**config.mk**
```make
export PLATFORM = sky130hd
export DESIGN_NAME = sorted_insert_priority_queue_top
export DESIGN_NICKNAME = d
export VERILOG_FILES = /design/src/hw/rtl/spq_pkg.sv /design/src/hw/rtl/spq_cell.sv /design/src/hw/rtl/sorted_insert_priority_queue_top.sv
export SDC_FILE = /design/constraint.sdc
export NUM_CORES = 1
export LEC_CHECK = 0
export ABC_CLOCK_PERIOD_IN_PS = 16900
export BUFFER_PORTS_ARGS = -buffer_cell sky130_fd_sc_hd__buf_4
export CAP_MARGIN = 20
export CORE_MARGIN = 2
export CORE_UTILIZATION = 25
export DETAILED_ROUTE_END_ITERATION = 7
export GPL_ROUTABILITY_DRIVEN = 1
export GPL_TIMING_DRIVEN = 1
export PLACE_DENSITY_LB_ADDON = 0.05
export REMOVE_ABC_BUFFERS = 1
export SLEW_MARGIN = 5
export SYNTH_ARGS = -nofsm -noshare
export SYNTH_HDL_FRONTEND = slang
export SYNTH_HIERARCHICAL = 1
export SYNTH_SLANG_ARGS = --single-unit
```
**constraint.sdc**
```tcl
create_clock -name clk -period 16.9 [get_ports clk]
set_clock_uncertainty 0.1 [all_clocks]
set_input_delay 3.38 -clock clk [delete_from_list [all_inputs] [get_ports clk]]
set_output_delay 3.38 -clock clk [all_outputs]
set_load 0.01 [all_outputs]
```
**src/hw/rtl/spq_pkg.sv**
```systemverilog
// ----------------------------------------------------------------------------
// spq_pkg
// Types, codes and constants shared by the sorted-insert priority queue.
// ----------------------------------------------------------------------------
package spq_pkg;

	localparam int SPQ_DEPTH = 16;

	localparam int ID_W   = 8;
	localparam int PRIO_W = 8;
	localparam int DUR_W  = 10;
	localparam int OCC_W  = 5;
	localparam int CAP_W  = 5;

	localparam int APB_AW = 3;
	localparam int APB_DW = 32;

	typedef enum logic [1:0] {
		ST_DONE  = 2'd0,
		ST_FULL  = 2'd1,
		ST_EMPTY = 2'd2
	} status_t;

	typedef enum logic {
		ACT_ENQ = 1'b0,
		ACT_DEQ = 1'b1
	} action_t;

	typedef enum logic {
		MODE_PRIO = 1'b0,
		MODE_DUR  = 1'b1
	} mode_t;

	typedef enum logic {
		REG_ORDER_MODE = 1'b0,
		REG_CAPACITY   = 1'b1
	} reg_idx_t;

	typedef struct packed {
		logic [0:0]        action;
		logic [ID_W-1:0]   entry_id;
		logic [PRIO_W-1:0] entry_priority;
		logic [DUR_W-1:0]  entry_duration;
	} in_item_t;

	typedef struct packed {
		logic [1:0]        status;
		logic [ID_W-1:0]   out_id;
		logic [PRIO_W-1:0] out_priority;
		logic [DUR_W-1:0]  out_duration;
		logic [OCC_W-1:0]  occupancy;
	} out_item_t;

	typedef struct packed {
		logic [ID_W-1:0]   id;
		logic [PRIO_W-1:0] prio;
		logic [DUR_W-1:0]  dur;
	} entry_t;

	typedef struct packed {
		logic   insert;
		logic   remove;
		mode_t  mode;
		entry_t new_entry;
	} cell_ctl_t;

endpackage

```
**src/hw/rtl/spq_cell.sv**
```systemverilog
// ----------------------------------------------------------------------------
// spq_cell
// One slot of the sorted chain: holds an entry, compares it with the entry
// being inserted, and shifts right on insert or left on removal.
// ----------------------------------------------------------------------------
module spq_cell
	import spq_pkg::*;
(
	input  logic      clk,
	input  logic      arst_n,
	input  cell_ctl_t ctl,
	input  logic      prev_run,
	input  entry_t    left_entry,
	input  logic      left_occ,
	input  entry_t    right_entry,
	input  logic      right_occ,
	output logic      run,
	output entry_t    entry,
	output logic      occ
);

	entry_t entry_q;
	logic   occ_q;
	logic   pass;

	always_comb begin
		if (ctl.mode == MODE_DUR) begin
			pass = occ_q && (entry_q.dur <= ctl.new_entry.dur);
		end else begin
			pass = occ_q && (entry_q.prio >= ctl.new_entry.prio);
		end
	end

	assign run   = prev_run && pass;
	assign entry = entry_q;
	assign occ   = occ_q;

	always_ff @(posedge clk or negedge arst_n) begin
		if (!arst_n) begin
			occ_q <= 1'b0;
		end else if (ctl.insert) begin
			if (!prev_run) begin
				occ_q <= left_occ;
			end else if (!pass) begin
				occ_q <= 1'b1;
			end
		end else if (ctl.remove) begin
			occ_q <= right_occ;
		end
	end

	always_ff @(posedge clk) begin
		if (ctl.insert) begin
			if (!prev_run) begin
				entry_q <= left_entry;
			end else if (!pass) begin
				entry_q <= ctl.new_entry;
			end
		end else if (ctl.remove) begin
			entry_q <= right_entry;
		end
	end

endmodule

```
**src/hw/rtl/sorted_insert_priority_queue_top.sv**
```systemverilog
// ----------------------------------------------------------------------------
// sorted_insert_priority_queue_top
// Bounded sorted queue built as a chain of slot cells.
// ----------------------------------------------------------------------------
// Usage:
//   Input channel (in_valid/in_stall/in_data) carries an enqueue or dequeue.
//   Output channel (out_valid/out_stall/out_data) returns one result per
//   input transaction: status, the dequeued entry, and the occupancy.
//   out_valid rises in the cycle after input acceptance; throughput is one
//   transaction per cycle while not stalled: every cell compares its entry
//   with the new one in parallel and the chain shifts by one slot in the
//   same cycle; the ripple of the leading-run chain across DEPTH cells sets
//   the cycle time. When the receiver stalls, the result holds in the
//   output register and in_stall rises until it is taken.
//   Registers on the APB port: order_mode at 0x0, capacity at 0x4. Write
//   them only while the queue is idle.
//   Reset empties the queue, sets order_mode to 0 and capacity to 16; no
//   clearing pass is needed.
// ----------------------------------------------------------------------------
module sorted_insert_priority_queue_top
	import spq_pkg::*;
#(
	parameter int DEPTH = SPQ_DEPTH
) (
	input  logic              clk,
	input  logic              arst_n,
	input  logic              in_valid,
	output logic              in_stall,
	input  in_item_t          in_data,
	output logic              out_valid,
	input  logic              out_stall,
	output out_item_t         out_data,
	input  logic              psel,
	input  logic              penable,
	input  logic              pwrite,
	input  logic [APB_AW-1:0] paddr,
	input  logic [APB_DW-1:0] pwdata,
	output logic [APB_DW-1:0] prdata,
	output logic              pready
);

	localparam int CNT_W = $clog2(DEPTH + 1);
	localparam int CMP_W = (CNT_W > CAP_W) ? CNT_W : CAP_W;

	mode_t            mode_q;
	logic [CAP_W-1:0] capacity_q;
	logic [CNT_W-1:0] count_q;
	logic             out_valid_q;
	out_item_t        out_data_q;

	logic             accept;
	logic             full;
	logic             empty;
	logic             cfg_wr;
	cell_ctl_t        ctl;
	out_item_t        result_d;

	logic   [DEPTH:0]   run;
	entry_t [DEPTH-1:0] cell_entry;
	logic   [DEPTH-1:0] cell_occ;

	assign pready = 1'b1;
	assign cfg_wr = psel && penable && pwrite && pready;

	always_ff @(posedge clk or negedge arst_n) begin
		if (!arst_n) begin
			mode_q     <= MODE_PRIO;
			capacity_q <= CAP_W'(16);
		end else if (cfg_wr) begin
			unique case (reg_idx_t'(paddr[2]))
				REG_ORDER_MODE: mode_q     <= mode_t'(pwdata[0]);
				REG_CAPACITY:   capacity_q <= pwdata[CAP_W-1:0];
				default:        ;
			endcase
		end
	end

	always_comb begin
		unique case (reg_idx_t'(paddr[2]))
			REG_ORDER_MODE: prdata = APB_DW'(mode_q);
			REG_CAPACITY:   prdata = APB_DW'(capacity_q);
			default:        prdata = '0;
		endcase
	end

	assign in_stall = out_valid_q && out_stall;
	assign accept   = in_valid && !in_stall;

	assign full  = (CMP_W'(count_q) >= CMP_W'(capacity_q)) ||
	               (CMP_W'(count_q) >= CMP_W'(DEPTH));
	assign empty = (count_q == '0);

	always_comb begin
		ctl.insert    = accept && (in_data.action == ACT_ENQ) && !full;
		ctl.remove    = accept && (in_data.action == ACT_DEQ) && !empty;
		ctl.mode      = mode_q;
		ctl.new_entry = '{id:   in_data.entry_id,
		                  prio: in_data.entry_priority,
		                  dur:  in_data.entry_duration};
	end

	assign run[0] = 1'b1;

	for (genvar i = 0; i < DEPTH; i++) begin : g_cell
		entry_t left_entry;
		logic   left_occ;
		entry_t right_entry;
		logic   right_occ;

		if (i == 0) begin : g_head
			assign left_entry = ctl.new_entry;
			assign left_occ   = 1'b1;
		end else begin : g_body
			assign left_entry = cell_entry[i-1];
			assign left_occ   = cell_occ[i-1];
		end

		if (i == DEPTH - 1) begin : g_tail
			assign right_entry = cell_entry[i];
			assign right_occ   = 1'b0;
		end else begin : g_mid
			assign right_entry = cell_entry[i+1];
			assign right_occ   = cell_occ[i+1];
		end

		spq_cell u_cell (
			.clk        (clk),
			.arst_n     (arst_n),
			.ctl        (ctl),
			.prev_run   (run[i]),
			.left_entry (left_entry),
			.left_occ   (left_occ),
			.right_entry(right_entry),
			.right_occ  (right_occ),
			.run        (run[i+1]),
			.entry      (cell_entry[i]),
			.occ        (cell_occ[i])
		);
	end

	always_ff @(posedge clk or negedge arst_n) begin
		if (!arst_n) begin
			count_q     <= '0;
			out_valid_q <= 1'b0;
		end else begin
			if (ctl.insert) begin
				count_q <= count_q + CNT_W'(1);
			end else if (ctl.remove) begin
				count_q <= count_q - CNT_W'(1);
			end
			if (accept) begin
				out_valid_q <= 1'b1;
			end else if (!out_stall) begin
				out_valid_q <= 1'b0;
			end
		end
	end

	always_comb begin
		result_d = '0;
		if (in_data.action == ACT_ENQ) begin
			if (full) begin
				result_d.status    = ST_FULL;
				result_d.occupancy = OCC_W'(count_q);
			end else begin
				result_d.status    = ST_DONE;
				result_d.occupancy = OCC_W'(count_q + CNT_W'(1));
			end
		end else if (empty) begin
			result_d.status = ST_EMPTY;
		end else begin
			result_d.status       = ST_DONE;
			result_d.out_id       = cell_entry[0].id;
			result_d.out_priority = cell_entry[0].prio;
			result_d.out_duration = cell_entry[0].dur;
			result_d.occupancy    = OCC_W'(count_q - CNT_W'(1));
		end
	end

	always_ff @(posedge clk) begin
		if (accept) begin
			out_data_q <= result_d;
		end
	end

	assign out_valid = out_valid_q;
	assign out_data  = out_data_q;

endmodule

```
==> flow_summary.json <==
{
  "status": "finished clean",
  "syn_area_um2": 31700,
  "num_rows": 130,
  "setup_ws_ns": 2.42,
  "ant_nets": 0,
  "grt_max_degree": 155,
  "start_kind": "primary input",
  "switching_share": 0.349,
  "max_stage_delay_ns": 0.51,
  "period_share": 0.857,
  "grt_first_pass_wirelength_um": 136000,
  "p_leak_nw": 14.1,
  "yosysTopAreaCell": "edfxtp_1",
  "cp.buffers_inverters": 10,
  "hold_path_class": "reg2reg",
  "grt_pass1_vias": 22700,
  "synth-main-ff-cell": "edfxtp_1",
  "layout-area-overhead-vs-synth_pct": 14.8,
  "finalSetupTns_ns": 0,
  "io_pins": 137,
  "crit_start": "in_data[5]",
  "synth_edf_count": 449,
  "avgSynthCellArea_um2": 10.2,
  "drc": 0,
  "hold_path.startpoint": "capacity_q[3]",
  "clkPwrFrac": 0.287,
  "rsz0062_at_grt": "no",
  "cp-end-kind": "flip-flop",
  "ys_seq_area_frac": 0.448,
  "wl_per_cell_um": 17.7,
  "synth_area_leaders": "edfxtp_1 43%, mux2i_1 13%, ha_1 12%",
  "via_per_inst": 4.51,
  "clockBufferDepth": 3,
  "irDropWorstVdd_mv": 0.0591,
  "initial_core_util": 0.252,
  "seq_power_share": 0.421,
  "finalPower_mw": 4.65,
  "drt_iter0_drc": 1347,
  "synth_top_area_frac": 0.425,
  "power.density_nw_per_um2": 128,
  "grt-ovfl-total": 0,
  "ys_seq_elements": 477,
  "dp_slack_ns": 1.46,
  "cts_resized": 0,
  "dieArea_um2": 130000,
  "cap_violations": 0,
  "fin_crit_ns": 14.48,
  "first_pass_iters": 5,
  "clock_sinks": 477,
  "clock_latency_ns": 0.61,
  "final_nets": 3535,
  "dr_total_vias": 22000,
  "setup_viol": 0,
  "crit_family": "compound AO/OA/AOI/OAI gates",
  "ys_types": 57,
  "final_max_slew_viol_count": 0,
  "tightest_slew_ns": 1.08,
  "clockRootBuffer": "clkbuf_16",
  "antenna_found_initial": 2,
  "die_h_um": 360,
  "core_region_area_um2": 126000,
  "h-tree-depth": 3,
  "grt_util_all_layers": 0.132,
  "p_switching_mw": 1.62,
  "required_ns": 17.06,
  "cpMaxStageDelayCell": "a2111o_1",
  "crit_type": "in2reg",
  "comb_power_share": 0.291,
  "drive_gt1_frac": 0.0986,
  "relSlewSlack": 0.279,
  "fmax_mhz": 69.1,
  "netlist_instances": 3118,
  "holdBufCountCts": 0,
  "die_x_um": 360,
  "wl_um": 86400,
  "hpwl_um": 65000,
  "internal-power_mw": 3.03,
  "cts.clk_slew.worst_paths_ns": 0.05,
  "crit_arrival_ns": 14.64,
  "hold_viol_final": 0,
  "reg2reg_from": "g_cell[0].u_cell/entry[5]",
  "yosysWarnings": 6,
  "post-cts-setup-buffers": 0,
  "async_reset_ff_frac": 0.0587,
  "cts_tree": "done",
  "cts_made_buffers": 67,
  "globalplace.congestion": 0.768,
  "path_common_cell": "a221oi_4",
  "cp_max_fo": 33,
  "portBuffers": 79
}
## cells in the mapped netlist (19+ instances only)
library cell  number
a21oi_1          489
nor2_1           472
edfxtp_1         449
mux2i_1          418
inv_1            333
ha_1             295
clkbuf_1          85
nand2_1           68
a211oi_1          60
buf_2             50
o21ai_0           40
nand4_1           37
buf_4             28
dfrtp_1           27
and3_1            26
nor2b_1           19
## per-layer routing
| metal | vias to the layer above | routed length, µm | global-route usage |
|---|---|---|---|
| met5 | - | 0 | 0 |
| met4 | 0 | 1680 | 0.0312 |
| met3 | 92 | 2710 | 0.0200 |
| met2 | 307 | 37300 | 0.203 |
| met1 | 10200 | 44700 | 0.192 |
| li1 | 11400 | - | - |
## cells by family (layout without fill, tap and decap cells)
logic type | count (synthesis) | count (layout) | synth area share
compound gates | 728 | 728 | 0.142
xor+xnor | 3 | 3 | 0.000829
fa+ha+maj | 295 | 295 | 0.116
buf+inv | 515 | 593 | 0.0668
flops | 477 | 477 | 0.448
mux | 425 | 425 | 0.135
other cells | 2 | 32 | 0.000237
simple gates | 673 | 673 | 0.0917
## layout by cell type (no fill, tap or decap), drive strengths merged, types with 37 or more instances in the layout
master and n:
nand2 69, inv 341, nand4 37, mux2i 418, buf 136, nor2 472
edfxtp 449, a211oi 77, a21oi 489, o21ai 40, clkbuf 91, ha 295
## worst reg2reg max path, delay by kind of cell (launching register included)
family,cells,cell delay (ns)
DFF,1,0.44
adders and majority gates,1,0.34
and+or+nand+nor,14,2.15
AOI/OAI and AO/OA,19,4.40
buffers and inverters,8,3.87
## final cells by class
cell class	instances	area [µm²]
clock inverters	32	191
flip-flops and latches	477	14200
clock buffers	91	1840
multi-input cells	2155	15800
inverters	334	1250
fillers	13100	89400
diodes	1	2.50
repair buffers	136	1070
well taps	1650	2060
## path summary, 6_finish.rpt
check | end | slack [ns] | depth (start not counted)
hold reg to reg | capacity_q[3] | 0.44 | 1
setup / recovery | g_cell[14].u_cell/entry[19] | 2.42 | 44
min in group asynchronous | out_valid | 2.62 | 1
max in group asynchronous | g_cell[9].u_cell/occ | 13.72 | 1
hold / removal | capacity_q[3] | 0.44 | 1
setup reg to reg | g_cell[14].u_cell/entry[19] | 5.23 | 42
## registers in the layout, indices dropped and copies added (netlist names)
name	flops
mode_q	1
count_q	5
capacity_q	5
g_cell.u_cell/entry	416
out_data	33
out_valid	1
g_cell.u_cell/occ	16
## through the flow
stage	std cells	instance area [µm²]	hold WS, ns	utilization
floorplan	2966	30900	0.394	-
global placement	4750	34300	0.425	0.273
detailed placement	4750	34300	0.434	0.273
CTS	4873	36300	0.447	0.289
global route	4875	36400	0.475	0.289
finish	4876	36400	0.444	0.289
## power by group through the flow
stage | logic (mW) | clock network (mW) | registers [mW]
final | 1.35 | 1.34 | 1.96
after floorplan | 1.46 | 0 | 2.02
after detailed placement | 1.38 | 0 | 1.98
after global placement | 1.34 | 0 | 1.97
after CTS | 1.38 | 1.41 | 1.96
after global routing | 1.57 | 1.45 | 2.00
Power figures use the tool's default switching activity.
